$ cat config.mk
export PLATFORM = sky130hd
export DESIGN_NAME = swaabb_lane
export DESIGN_NICKNAME = d
export VERILOG_FILES = /design/src/hdl/swaabb_pkg.sv /design/src/hdl/swaabb_lane.sv
export SDC_FILE = /design/constraint.sdc
export NUM_CORES = 2
export LEC_CHECK = 0
export ABC_AREA = 1
export ABC_CLOCK_PERIOD_IN_PS = 7400
export BUFFER_PORTS_ARGS = -buffer_cell sky130_fd_sc_hd__buf_2
export CAP_MARGIN = 20
export CORE_MARGIN = 2
export CORE_UTILIZATION = 55
export DETAILED_ROUTE_END_ITERATION = 8
export GPL_TIMING_DRIVEN = 0
export PLACE_DENSITY = 0.72
export SETUP_SLACK_MARGIN = 0.1
export SLEW_MARGIN = 10
export SYNTH_ARGS = -nofsm -noshare
export SYNTH_HDL_FRONTEND = slang
export SYNTH_SLANG_ARGS = --single-unit
$ cat constraint.sdc
create_clock -name clk -period 7.4 [get_ports clk]
set_input_delay 1.48 -clock clk [delete_from_list [all_inputs] [get_ports clk]]
set_output_delay 1.48 -clock clk [all_outputs]
set_load 0.01 [all_outputs]
$ cat src/hdl/swaabb_pkg.sv
package swaabb_pkg;

	typedef enum logic [1:0] {
		CLS_OVERLAP,
		CLS_CROSS,
		CLS_MISS
	} axis_cls_t;

	typedef enum logic [2:0] {
		SEL_PASS,
		SEL_X,
		SEL_Y,
		SEL_Z,
		SEL_NEG
	} clip_sel_t;

	localparam int CfgIdxW = 3;
	localparam int CfgDataW = 32;
	localparam int TolW = 16;

	localparam logic [CfgIdxW-1:0] REG_MOVER_MIN_X = 3'd0;
	localparam logic [CfgIdxW-1:0] REG_MOVER_MIN_Y = 3'd1;
	localparam logic [CfgIdxW-1:0] REG_MOVER_MIN_Z = 3'd2;
	localparam logic [CfgIdxW-1:0] REG_MOVER_MAX_X = 3'd3;
	localparam logic [CfgIdxW-1:0] REG_MOVER_MAX_Y = 3'd4;
	localparam logic [CfgIdxW-1:0] REG_MOVER_MAX_Z = 3'd5;
	localparam logic [CfgIdxW-1:0] REG_SKIN_TOL = 3'd6;

	localparam logic [TolW-1:0] TOL_RESET = 16'd66;

endpackage

$ cat src/hdl/swaabb_lane.sv
module swaabb_lane
	import swaabb_pkg::*;
#(
	parameter int FRAC_BITS = 16
) (
	input  logic                  clk,
	input  logic [FRAC_BITS:0]    en,
	input  logic signed [31:0]    pmin,
	input  logic signed [31:0]    pmax,
	input  logic [TolW-1:0]       tol,
	input  logic signed [31:0]    m,
	input  logic signed [31:0]    omin,
	input  logic signed [31:0]    omax,
	output axis_cls_t             cls,
	output logic [FRAC_BITS-1:0]  t,
	output logic signed [31:0]    m_o
);

	axis_cls_t cls_s [FRAC_BITS+1];
	logic [31:0] rem_s [FRAC_BITS+1];
	logic [31:0] d_s [FRAC_BITS+1];
	logic [FRAC_BITS-1:0] q_s [FRAC_BITS+1];
	logic signed [31:0] m_s [FRAC_BITS+1];

	logic signed [33:0] tol_w, omin_w, omax_w, pmin_w, pmax_w, m_w;
	logic signed [33:0] diff_lo, diff_hi;
	axis_cls_t cls_c;
	logic [31:0] num_c, d_c;

	always_comb begin
		tol_w = $signed({18'd0, tol});
		pmin_w = {{2{pmin[31]}}, pmin};
		pmax_w = {{2{pmax[31]}}, pmax};
		m_w = {{2{m[31]}}, m};
		omin_w = {{2{omin[31]}}, omin} + tol_w;
		omax_w = {{2{omax[31]}}, omax} - tol_w;
		diff_lo = omin_w - pmax_w;
		diff_hi = pmin_w - omax_w;
		cls_c = CLS_MISS;
		num_c = '0;
		d_c = 32'd1;
		if (pmax_w > omin_w && pmin_w < omax_w) begin
			cls_c = CLS_OVERLAP;
		end else if (pmax_w <= omin_w && pmax_w + m_w > omin_w) begin
			cls_c = CLS_CROSS;
			num_c = diff_lo[31:0];
			d_c = m_w[31:0];
		end else if (pmin_w >= omax_w && pmin_w + m_w < omax_w) begin
			cls_c = CLS_CROSS;
			num_c = diff_hi[31:0];
			d_c = 32'(-m_w);
		end
	end

	always_ff @(posedge clk) begin
		if (en[0]) begin
			cls_s[0] <= cls_c;
			rem_s[0] <= num_c;
			d_s[0] <= d_c;
			q_s[0] <= '0;
			m_s[0] <= m;
		end
	end

	for (genvar k = 1; k <= FRAC_BITS; k++) begin : g_div
		logic [32:0] rem2;
		logic [32:0] diff;
		logic ge;

		always_comb begin
			rem2 = {rem_s[k-1], 1'b0};
			diff = rem2 - {1'b0, d_s[k-1]};
			ge = rem2 >= {1'b0, d_s[k-1]};
		end

		always_ff @(posedge clk) begin
			if (en[k]) begin
				cls_s[k] <= cls_s[k-1];
				rem_s[k] <= ge ? diff[31:0] : rem2[31:0];
				d_s[k] <= d_s[k-1];
				q_s[k] <= {q_s[k-1][FRAC_BITS-2:0], ge};
				m_s[k] <= m_s[k-1];
			end
		end
	end

	assign cls = cls_s[FRAC_BITS];
	assign t = q_s[FRAC_BITS];
	assign m_o = m_s[FRAC_BITS];

endmodule

Yosys cells after proc, flatten, opt, wreduce, memory -nomap -nowiden
Memories as Yosys holds them, arrays and structs flattened.
Index checks and enable logic that the tools add are counted.
- $add $sub $neg: 23
- magnitude comparators: 22
- mux-type cells: 59
- reduce and logical (&&, ||, !) cells: 3
- operator list (operator ; count):
    $mux 32 ; 22
    $sub 32x32->32 ; 18
    $ge 33x32->1 ; 16
    $add 32x32->33 ; 2
    $mux 1 ; 34
    $add 32x17->33 ; 1
    $ge 32x33->1 ; 1
    $gt 32x33->1 ; 1
    $gt 33x33->1 ; 1
    $le 32x33->1 ; 1
    $lt 32x33->1 ; 1
    $lt 33x33->1 ; 1
    $sub 32x17->33 ; 1
    $neg 32->32 ; 1
    $mux 2 ; 3
    $logic_and 1x1->1 ; 3
- register bits: 0
- memory bits (writable): 1938
- input port bits: 194
- output and inout port bits: 50
- word-level logic and storage cells: 112
- memories: 5
- memories (name ; depth ; bits a word ; rd ports ; clocked after Yosys merged registers in ; write ports ; line ; source):
    d_s ; 17 ; 32 ; 16 ; 0 ; 17 ; swaabb_lane.sv:21 ; logic [31:0] d_s [FRAC_BITS+1];
    m_s ; 17 ; 32 ; 17 ; 0 ; 17 ; swaabb_lane.sv:23 ; logic signed [31:0] m_s [FRAC_BITS+1];
    rem_s ; 17 ; 32 ; 16 ; 0 ; 17 ; swaabb_lane.sv:20 ; logic [31:0] rem_s [FRAC_BITS+1];
    q_s ; 17 ; 16 ; 17 ; 0 ; 17 ; swaabb_lane.sv:22 ; logic [FRAC_BITS-1:0] q_s [FRAC_BITS+1];
    cls_s ; 17 ; 2 ; 17 ; 0 ; 17 ; swaabb_lane.sv:19 ; axis_cls_t cls_s [FRAC_BITS+1];

Logic depth before layout (Yosys ltp)
- depth in word-level cells: 6
- gate-level depth with buffers: 38
- gate-level depth less buffers: 36

Worst setup path after synthesis
Ideal clock, no wire load.
- kind: in2reg
- start: in tol[0]
- end: mem rem_s[0][3] (data pin)
- setup time: 0.263 ns
- arrival time: 5.984 ns
- data required time: 7.137 ns
- slack: 1.154 ns
- stages: 31
- path buffers: 2
- cell sequence: ha_1 > inv_1 > fa_1 > nand3b_1 > nor2_1 > nor2_1 > o21ai_1 > a21oi_1 > o21ai_2 > a21oi_1 > o21ai_1 > nand2_1 > nor2_1 > nand2_1 > nor2_2 > nand3_1 > nand2_1 > nand2_1 > ha_1 > nand2_1 > nor2_1 > nand2_1 > nor2_1 > nand3b_1 > a31o_2 > nand3_1 > nand2_1 > buf_2 > clkbuf_1 > o21ai_0 > nor2_4
- RTL lines (item ; line ; source):
    from (decl) ; swaabb_lane.sv:10 ; input logic [TolW-1:0] tol,
    to (decl) ; swaabb_lane.sv:20 ;

==> reports/summary.txt <==
final setup vio count - 0
min Tclk post-route - 7.037 ns
CTS H-tree depth - 4
Avg Cell Area, Syn - 10.42 sq um
syn_nets - 10.05k
die height - 418.4 um
arrival time of the worst setup path - 7.57 ns
clock sinks - 1738
dpl cell area - 99130 sq um
Synth top cells by count - 1738 x edfxtp_1, 1716 x nand2_1, 1103 x inv_1
routed vias - 67.37k
metal3 WL - 12690 um
Simple-Gate Fraction of Synth Area - 11.84%
max incr delay on CP - 0.39 ns
# Post-CTS Setup Buffers - 0
Worst Reg-to-Reg Cells - 18
mux share of post-synthesis cell area - 0.1166%
Worst Setup EP - d_s[0][17]
M1 wire length - 91660 um
Final Cycle Share - 95.09%
Combinational Power Share - 43.8%
Seq pwr share - 35.1%
CTS tree - done
hold_ws - 0.3795 ns
initial antenna violation count - 20
DP Wirelength - 221900 um
routed vias/inst - 5.656
Yosys top cell by area - edfxtp_1
WL per Instance - 23.12 um
final weighted congestion in routability-driven placement - 1.005
sw frac - 40.84%
Compound-Gate Fraction of Synth Area - 10.99%
die area - 175100 sq um
critical path startpoint - m[0]
Top FF cell, synth - edfxtp_1
Area Overhead vs Synth - 11.45%
# nets final - 10.50k
top post-synthesis cells by area - edfxtp_1 55%, ha_1 10%, nand2_1 6.8%, inv_1 4.4%, a21oi_1 4.2%
Die X - 418.4 um
met2 wire length - 142600 um
core area - 171200 sq um
Cells after Synth - 9065
Layout Skew - 0.08372 ns
uppermost layer routed - met5
WL final - 275300 um
switching power - 17.71 mW
Std-Cell Rows - 152
Clk Latency, worst-skew pair - 0.85 ns
Hold Path Stages - 0
number of global-route vias before repair - 69.72k
ys async rst share - 0%
CTS max path bufs - 3
synth unique cells - 61
WS Path Type - in -> reg
Synth top area share - 55.26%
Pins Over Slew Limit - 0
I/O Pins - 244
Initial Utilization - 55.18%
Total GRT Usage - 31.47%
slowest cell on the critical path - fa_1
sequential element share of the synthesized area - 55.26%
Pleak - 43.42 nW
largest net degree at the start of global routing - 88
Clock power frac - 21.1%
post-layout util - 61.50%
xor/xnor share of the synthesized area - 5.963%
EDFF count, synth - 1738
Final Total Pwr - 43.37 mW
Syn Std Cell Area - 94450 sq um
RR Endpoint - rem_s[0][444]
most common cell in the netlist - edfxtp_1
outcome - complete, no violations
remaining global-route overflow - 0
design area - 105300 sq um
Final ANT Viol Nets - 0
Worst Max-Slew Pin Slew - 1.119 ns
Fin. Hold Viols - 0
Crit Path Max Fanout - 10
fillers - 13.70k
DR iter-0 viols - 4515
port bufs - 243
Power Dens Cells - 412.0 nW/um^2
Slew HR - 25.37%
Hold Crit Class - reg -> reg
layout cells sized above 1 - 7.011%
Max-Cap Viols - 0
Adder-Cell Fraction of Synth Area - 10.62%
reg2reg setup slack - 2.68 ns
Residual DRC - 0
hold path startpoint - m_s[0][355]
CP required - 7.93 ns
TritonCTS Buffers - 179
Worst Setup End Kind - flop
first-pass GRT wire length - 408800 um
TritonRoute pass-1 iters - 6
Internal Dissipation - 25.66 mW
Yosys warning total - 0
Reg clk slew, reported paths - 0.06 ns
FF+latch count, synth - 1738
FF-to-FF Start - rem_s[0][385]
RSZ-0062 raised after global routing - yes
VDD IR max - 317.9 uV
CP startpoint kind - primary input
fmax - 142.1 MHz
main combinational cell family by area after synthesis - simple AND/OR/NAND/NOR gates
root buf cell - clkbuf_16
## registers in the layout, summed over array words and instances (netlist names)
name   cells
m_s      544
d_s      512
rem_s    512
q_s      136
cls_s     34
## kinds of logic after synthesis
group	after synthesis
multiplexers	11
AO/OA/AOI/OAI	1907
buffers and inverters	1261
adder cells (fa/ha/maj)	789
flip-flops	1738
XOR/XNOR	643
AND/OR/NAND/NOR	2716
## layout make-up
class / instances / area [sq um] / area share [%]
antenna: 8 / 20.02 / 0.01902
buffer: 139 / 725.7 / 0.6894
sequential: 1738 / 52190 / 49.58
inverter: 1122 / 4213 / 4.002
tap: 2233 / 2794 / 2.654
timing repair buffer: 272 / 1856 / 1.763
clock buffer: 211 / 4599 / 4.369
clock inverter: 122 / 1444 / 1.372
multi-input combinational: 6066 / 37420 / 35.55
## power groups by stage
| stage | combinational (mW) | clock [mW] | sequential [mW] |
|---|---|---|---|
| finish | 19.0 | 9.17 | 15.2 |
| global placement | 18.3 | 0 | 15.3 |
| CTS | 18.8 | 9.31 | 15.2 |
| global route | 20.9 | 9.65 | 15.4 |
| detailed placement | 18.6 | 0 | 15.4 |
| floorplan | 12.7 | 0 | 14.8 |
## worst max-delay path: cells and delay by family
family	cells	cell delay, ns
XOR/XNOR	2	0.41
buffers and inverters	5	0.89
AND/OR/NAND/NOR	10	1.56
adder cells (fa/ha/maj)	3	0.89
AO/OA/AOI/OAI	9	2.29
## layer usage
layer  up-vias  GRT usage [%]
met5         -              0
met3       803          4.468
li1      32470              -
met1     31928          30.54
met2      2153          58.09
met4        18          27.44
## worst min path at each step
stage	end	slack (ns)
2_1_floorplan	cls_s[10][0]	0.40
3_3_place_gp	q_s[13][12]	0.40
3_5_place_dp	m_s[0][124]	0.40
4_1_cts	m_s[0][387]	0.37
5_1_grt	q_s[3][1]	0.38
6_report	m_s[0][387]	0.38
## cell usage in the layout (no fill, tap or decap), types with 85 or more instances in the layout
cell       synthesis  routed
clkbuf_1          85     114
nand3_1          149     147
clkbuf_16          0     179
edfxtp_1        1738    1738
ha_1             768     768
xor2_1           302     302
o21a_1            85      85
nand2_1         1716    1714
buf_2             16     244
a21oi_1          798     797
xnor2_1          341     341
o21ai_0          763     758
inv_1           1103    1103
nor2_1           557     557
## stage by stage
step | setup slack (ns) | setup TNS (ns) | cells
6_report | 0.3634 | 0 | 11911
5_1_grt | 0.05097 | 0 | 11903
4_1_cts | 0.1144 | 0 | 11902
3_5_place_dp | -1.607 | -79.53 | 11569
3_3_place_gp | -1.636 | -81.91 | 11541
2_1_floorplan | 1.154 | 0 | 9065
## timing repair
item / 4_1_cts / 5_1_grt
gates cloned: 0 / 0
resized for setup: 13 / 16
hold buffers: 0 / 0
endpoints found under the setup margin: 64 / 65
pin swaps: 0 / 1
endpoints found under the hold margin: 0 / 0
No activity file was read; power rests on OpenSTA's default activity.
