`config.mk`:
```
export PLATFORM = sky130hd
export DESIGN_NAME = swaabb_merge
export DESIGN_NICKNAME = d
export VERILOG_FILES = /design/src/hdl/swaabb_pkg.sv /design/src/hdl/swaabb_merge.sv
export SDC_FILE = /design/constraint.sdc
export NUM_CORES = 2
export LEC_CHECK = 0
export ABC_AREA = 1
export BUFFER_PORTS_ARGS = -buffer_cell sky130_fd_sc_hd__buf_2
export CORE_ASPECT_RATIO = 1.75
export CORE_MARGIN = 2
export CORE_UTILIZATION = 31
export CTS_CLUSTER_SIZE = 40
export DETAILED_ROUTE_END_ITERATION = 16
export GPL_TIMING_DRIVEN = 0
export PLACE_DENSITY = 0.55
export SLEW_MARGIN = 20
export SYNTH_ARGS = -nofsm -noshare
export SYNTH_HDL_FRONTEND = slang
export SYNTH_SLANG_ARGS = --single-unit
```
`constraint.sdc`:
```
create_clock -name clk -period 9.61 [get_ports clk]
set_input_delay 0.4805 -clock clk [delete_from_list [all_inputs] [get_ports clk]]
set_output_delay 0.4805 -clock clk [all_outputs]
set_load 0.005 [all_outputs]
```
`src/hdl/swaabb_pkg.sv`:
```
package swaabb_pkg;

	typedef enum logic [1:0] {
		CLS_OVERLAP,
		CLS_CROSS,
		CLS_MISS
	} axis_cls_t;

	typedef enum logic [2:0] {
		SEL_PASS,
		SEL_X,
		SEL_Y,
		SEL_Z,
		SEL_NEG
	} clip_sel_t;

	localparam int CfgIdxW = 3;
	localparam int CfgDataW = 32;
	localparam int TolW = 16;

	localparam logic [CfgIdxW-1:0] REG_MOVER_MIN_X = 3'd0;
	localparam logic [CfgIdxW-1:0] REG_MOVER_MIN_Y = 3'd1;
	localparam logic [CfgIdxW-1:0] REG_MOVER_MIN_Z = 3'd2;
	localparam logic [CfgIdxW-1:0] REG_MOVER_MAX_X = 3'd3;
	localparam logic [CfgIdxW-1:0] REG_MOVER_MAX_Y = 3'd4;
	localparam logic [CfgIdxW-1:0] REG_MOVER_MAX_Z = 3'd5;
	localparam logic [CfgIdxW-1:0] REG_SKIN_TOL = 3'd6;

	localparam logic [TolW-1:0] TOL_RESET = 16'd66;

endpackage

```
`src/hdl/swaabb_merge.sv`:
```
module swaabb_merge
	import swaabb_pkg::*;
#(
	parameter int FRAC_BITS = 16
) (
	input  logic                  clk,
	input  logic [1:0]            en,
	input  logic [TolW-1:0]       tol,
	input  axis_cls_t             cls [3],
	input  logic [FRAC_BITS-1:0]  t [3],
	input  logic signed [31:0]    m [3],
	output logic                  collided,
	output logic signed [31:0]    safe_x,
	output logic signed [31:0]    safe_y,
	output logic signed [31:0]    safe_z
);

	clip_sel_t sel_c, sel_s1;
	logic [31:0] mag_c;
	logic [FRAC_BITS-1:0] t_c;
	logic [31+FRAC_BITS:0] prod_s1;
	logic signed [31:0] m_s1 [3];
	logic [2:0] cr;
	logic pick_x, pick_y, pick_z;

	logic [31:0] cut, cut_t;
	logic signed [31:0] clip_v, msel;

	always_comb begin
		for (int i = 0; i < 3; i++) begin
			cr[i] = cls[i] == CLS_CROSS;
		end
		pick_x = cr[0] && (!cr[1] || t[0] >= t[1]) && (!cr[2] || t[0] >= t[2]);
		pick_y = cr[1] && (!cr[0] || t[1] >= t[0]) && (!cr[2] || t[1] >= t[2]);
		pick_z = cr[2] && (!cr[0] || t[2] >= t[0]) && (!cr[1] || t[2] >= t[1]);
		if (cls[0] == CLS_MISS || cls[1] == CLS_MISS || cls[2] == CLS_MISS) begin
			sel_c = SEL_PASS;
		end else if (pick_x) begin
			sel_c = SEL_X;
		end else if (pick_y) begin
			sel_c = SEL_Y;
		end else if (pick_z) begin
			sel_c = SEL_Z;
		end else begin
			sel_c = SEL_NEG;
		end
		case (sel_c)
			SEL_Y: begin
				mag_c = m[1][31] ? 32'(-m[1]) : m[1];
				t_c = t[1];
			end
			SEL_Z: begin
				mag_c = m[2][31] ? 32'(-m[2]) : m[2];
				t_c = t[2];
			end
			default: begin
				mag_c = m[0][31] ? 32'(-m[0]) : m[0];
				t_c = t[0];
			end
		endcase
	end

	always_ff @(posedge clk) begin
		if (en[0]) begin
			sel_s1 <= sel_c;
			prod_s1 <= mag_c * t_c;
			for (int i = 0; i < 3; i++) begin
				m_s1[i] <= m[i];
			end
		end
	end

	always_comb begin
		case (sel_s1)
			SEL_Y: msel = m_s1[1];
			SEL_Z: msel = m_s1[2];
			default: msel = m_s1[0];
		endcase
		cut = prod_s1[31+FRAC_BITS:FRAC_BITS];
		cut_t = (cut > {16'd0, tol}) ? cut - {16'd0, tol} : '0;
		clip_v = msel[31] ? $signed(32'(-cut_t)) : $signed(cut_t);
	end

	always_ff @(posedge clk) begin
		if (en[1]) begin
			collided <= sel_s1 != SEL_PASS;
			safe_x <= m_s1[0];
			safe_y <= m_s1[1];
			safe_z <= m_s1[2];
			case (sel_s1)
				SEL_X: safe_x <= clip_v;
				SEL_Y: safe_y <= clip_v;
				SEL_Z: safe_z <= clip_v;
				SEL_NEG: begin
					safe_x <= 32'(-m_s1[0]);
					safe_y <= 32'(-m_s1[1]);
					safe_z <= 32'(-m_s1[2]);
				end
				default: ;
			endcase
		end
	end

endmodule

```
; ---- After elaboration in Yosys (flattened, before gate mapping)
; Memory sizes are Yosys's and may differ from the RTL's.
; Cells that the tools add are included.
[classes]
addsub = 8
n_mul = 1
order_cmp = 7
eq_ne = 12
mux = 17
n_reduce_logical = 18
[op_table]
columns = cell, n
row1 = 32-bit case mux with 2 select lines, 5
row2 = 32-bit negation, 7
row3 = 32-bit two-way mux, 5
row4 = 16-bit greater-or-equal comparator, 6
row5 = 32-bit by 16-bit multiplier with 48-bit output, 1
row6 = 32-bit by 16-bit greater-than comparator with 1-bit output, 1
row7 = 16-bit case mux with 2 select lines, 1
row8 = 32-bit by 16-bit subtractor with 32-bit output, 1
row9 = 3-bit by 2-bit equality test with 1-bit output (second input constant), 4
row10 = 3-bit two-way mux, 4
row11 = 1-bit logical OR, 8
row12 = 2-bit by 1-bit equality test with 1-bit output (second input constant), 3
row13 = 2-bit equality test (second input constant), 3
row14 = 1-bit logical AND, 6
row15 = 3-bit by 1-bit equality test with 1-bit output (second input constant), 1
row16 = 3-bit equality test (second input constant), 1
row17 = 1-bit zero test, 3
row18 = 3-bit nonzero test, 1
row19 = 1-bit two-way mux, 2
[word_totals]
reg_bits = 148
ramBits = 96
inputBits = 169
output_inout_bits = 97
wordCells = 70
memories = 1
[memory_table]
columns = memory, words, width, read_ports, rd_ports_with_merged_regs, write_ports, line
row1 = m_s1, 3, 32, 3, 0, 3, swaabb_merge.sv:22  ; logic signed [31:0] m_s1 [3];

; ---- Logic depth before layout (Yosys ltp)
[depth]
word_depth = 12
mapped_depth = 50

; ---- Worst setup path before layout
; OpenSTA, ideal clock, no wires.
[synth_path]
path_type = input port to flip-flop
start = input t[39] (netlist name)
end = register prod_s1[44] (data pin)
t_arrival_ps = 7472
path_slack_ps = 1877
stages = 42
path_buffers = 3
path_cell_list = inv_1 ha_1 nand2_1 nor2_2 o21ai_0 nand3_1 nand2_1 nand2_1 nand2_1 nand3_1 nand2_1 inv_2 nand2_2 buf_2 inv_2 buf_4 o22ai_1 a21oi_1 [6 not listed] fa_1 fa_1 inv_1 fa_1 inv_1 ha_1 a21oi_1 inv_1 a31oi_1 inv_1 a21oi_1 a21boi_0 o21ai_1 nand2_1 nand2_1 nand2_1 nand3_1 xor2_1
[synth_via]
elab_chain_cells = 11
word_cells_on_any_way = 23
cone_classes = mul: 1 / order compare: 4 / eq/ne: 2 / mux: 6 / reduce/logical: 10
[synth_lines]
columns = item, line
row1 = "start, declared", swaabb_merge.sv:10  ; input logic [FRAC_BITS-1:0] t [3],
row2 = 16-bit greater-or-equal comparator, swaabb_merge.sv:35  ; pick_z = cr[2] && (!cr[0] || t[2] >= t[0]) && (!cr[1] || t[2] >= t[1]);
row3 = 1-bit logical OR, swaabb_merge.sv:35
row4 = 1-bit logical AND (2 in series), swaabb_merge.sv:35
row5 = 3-bit two-way mux, swaabb_merge.sv:42  ; end else if (pick_z) begin
row6 = 3-bit two-way mux, swaabb_merge.sv:40  ; end else if (pick_y) begin
row7 = 3-bit two-way mux, swaabb_merge.sv:38  ; end else if (pick_x) begin
row8 = 3-bit two-way mux, swaabb_merge.sv:36  ; if (cls[0] == CLS_MISS || cls[1] == CLS_MISS || cls[2] == CLS_MISS) begin
row9 = 3-bit by 2-bit equality test with 1-bit output, swaabb_merge.sv:47  ; case (sel_c)
row10 = 32-bit case mux with 2 select lines or 16-bit case mux with 2 select lines (tied branches), swaabb_merge.sv:47
row11 = 32-bit by 16-bit multiplier with 48-bit output (*), swaabb_merge.sv:66  ; prod_s1 <= mag_c * t_c;
row12 = "end signal, assigned", swaabb_merge.sv:66
row13 = "end, declared", swaabb_merge.sv:21  ; logic [31+FRAC_BITS:0] prod_s1;
; Mark *: on every way between the ends. The rest lies on a longest branch, timed or not.
; A chain may end at the register's enable or synchronous reset.

; ---- Final worst setup path
[layout_path]
start = input t[38] (netlist name)
end = register prod_s1[45] (data pin)
; The elaborated chain is that of the path after synthesis.

==> metrics.md <==
| Metric | Value |
|---|---|
| Slew headroom | 11.21% |
| Syn nets | 4968 |
| GR met3 Demand/Resource | under 10% |
| Drt wl/cell | 23.39 um |
| Most used DFF post-synth | edfxtp_1 |
| Crit-path leading delay family | adder cells |
| Critical path fanouts, max | 10 |
| Number of flops mapped to enable cells by yosys | 228 |
| Seq/Total Area, Yosys | 20.89% |
| CP startpoint kind | primary input |
| Pre-antenna DRT Iters | 6 |
| Yosys cell types | 66 |
| Most Frequent Cell on Critical Path | nand2_1 |
| Met1 Track Usage GR | 22.81% |
| Port buffer count | 265 |
| Outcome | completed |
| CTS tree | built |
| Yosys reg bits | about 230 |
| Largest net degree at the start of global routing | 95 |
| DRC errors left | 0 |
| Ys async rst share | 0% |
| Fmax | 0.1080 GHz |
| Worst reg-to-reg setup slack | roughly 4400 ps |
| Final design area excluding fillers | roughly 0.037 sq mm |
| CP Class | in2reg |
| Detailed-route via count | between 20000 and 30000 |
| Die height | 434.2 um |
| Starting density of the core | 31.31% |
| CP Data Arrival Time | around 9600 ps |
| Grt met2 use | between 40% and 50% |
| P&R area growth vs syn | 12.64% |
| Buffer and inverter count on the worst path | 11 |
| Crit path time final | 9263 ps |
| Area leader, netlist | fa_1 |
| DP HPWL | 120100 um |
| Area share of the largest cell type after synthesis | 25.53% |
| Sink Count | approximately 230 |
| Share of cells above drive strength 1 | 11.13% |
| First-pass GRT wire length | 196200 um |
| Yosys warns | 0 |
| CTS H-tree depth | 1 |
| Final Cycle Share | 96.39% |
| First-iteration detailed-routing DRC count | 1666 |
| Mean post-synth cell area | 7.817 sq um |
| I/O Pins | about 270 |
| Detail-routed via count per cell | 5.037 |
| CTS clock-pin slew for the worst setup and hold paths | 80 ps |
| Area of placed instances | 0.03593 sq mm |
| Top Usage Layer GRT | met2 |
| Top post-synthesis cells by area | fa_1 26%, edfxtp_1 21%, nand2_1 10%, inv_1 8.9%, ha_1 7.2% |
| Pin slew with the least headroom to its limit | 1322 ps |
| CP Capture Type | flop |
| Vias in the first global route | 30697 |
| Antenna violations before repair | 32 |
| Hold WS | 128.2 ps |
| Critical Path RT | 9950 ps |
| Worst min path class | in2reg |
| Slowest stage delay, CP | about 600 ps |
| Final Net Count | ~5300 |
| Worst skew pair latency | 540 ps |
| Routed wire length | 137600 um |
| Area of the core | 0.1047 sq mm |
| Post-Syn Area | 0.03278 sq mm |
| TritonCTS buffer count | 19 |
| Num rows | 157 |
| Root Driver | clkbuf_16 |
| Top-count cell post-synth | nand2_1 |
| Total GRT Usage | about a quarter |
| Max-cap violations | 0 |
| Final hold violation count | 0 |
| Top post-synthesis cells by count | 874 x nand2_1, 779 x inv_1, 572 x nor2_1 |
| Clock Path Buffers | 3 |
| RD Place Congestion | 1.017 |
| Routed Antenna Nets | 0 |
| Aggregate global routing overflow | 0 |
| Die X | 249.8 um |
| Full die area | roughly 0.11 sq mm |
| Max Slew Vio Count | 0 |
| Slowest stage cell, crit path | fa_1 |
| Finish-stage setup viols | 0 |
| Post-synthesis instance total | 4193 |
| Worst Skew | 13.70 ps |
-- stage by stage --
step | TNS [ps] | util, % | worst slack (ps) | std cells
floorplan | 0 | - | 1877 | 4193
global placement | -31480 | 34.19 | -1377 | 5809
detailed placement | -34600 | 34.32 | -1431 | 5815
CTS | 0 | 34.97 | 5.932 | 5849
global route | -16.01 | 35.24 | -11.89 | 5873
finish | 0 | 35.26 | 346.7 | 5882
-- cells in the final DEF (no fill, tap or decap), drive strengths merged, types with 23 or more instances in the layout --
cell      n
nand2   885
inv     797
nor2    598
fa      418
buf     316
edfxtp  228
nand3   202
ha      188
o21ai   173
a21oi   153
clkbuf   85
xor2     76
nor3     67
xnor2    44
o21a     35
nand4    31
diode    28
or2      23
-- final cells by class --
type,instances,area [sq um]
fillers,11068,67780
repair buffers,276,1496
clock inverters,14,150.1
inverters,803,3024
flip-flops and latches,228,6847
multi-input cells,3056,22640
clock buffers,20,479.2
diodes,28,70.07
plain buffers,106,521.8
well taps,1351,1690
-- flip-flops by register name (all words and copies together) (netlist names) --
signal,flops
m_s1,96
safe_y,32
collided,1
safe_x,32
sel_s1,3
prod_s1,32
safe_z,32
-- routing by layer --
layer | vias up | share of wire [%]
met5 | - | 0
met4 | 0 | 12
met3 | 448 | 4.2
met2 | 1046 | 52
met1 | 14346 | 32
li1 | 13790 | -
-- what timing repair did --
| item | 4_1_cts | 5_1_grt |
|---|---|---|
| pin swaps | 0 | 1 |
| hold buffers | 0 | 0 |
| gates resized for setup | 19 | 73 |
| setup buffers | 0 | 5 |
| endpoints found under the setup margin | 31 | 23 |
-- path summary, 6_finish.rpt --
kind              cells after the start     endpoint   startpoint
setup / recovery                     41  prod_s1[45]        t[38]
hold reg to reg                       2    safe_z[1]  m_s1[0][65]
hold / removal                        1   m_s1[0][1]        m[65]
setup reg to reg                     10    safe_x[6]    sel_s1[2]
-- cells by family (layout without fill, tap and decap cells) --
family,after synthesis,count (layout),synth area share [%]
AND/OR/NAND/NOR,1853,1853,23.74
buffers and inverters,909,1219,10.65
adder cells (fa/ha/maj),606,606,32.71
AO/OA/AOI/OAI,475,475,8.703
flip-flops,228,228,20.89
XOR/XNOR,120,120,3.252
multiplexers,2,2,0.06108
other,0,28,0
-- worst register-to-register path: cells and delay by family, from the launching register on --
| kind | cells | cell delay (ps) |
|---|---|---|
| AO/OA/AOI/OAI | 1 | 940 |
| buffers and inverters | 3 | 1090 |
| XOR/XNOR | 1 | 830 |
| flip-flops | 1 | 460 |
| AND/OR/NAND/NOR | 5 | 1770 |
Power is not shown: default switching activity piles up to over one toggle a cycle in this logic, so the estimate is an artifact.
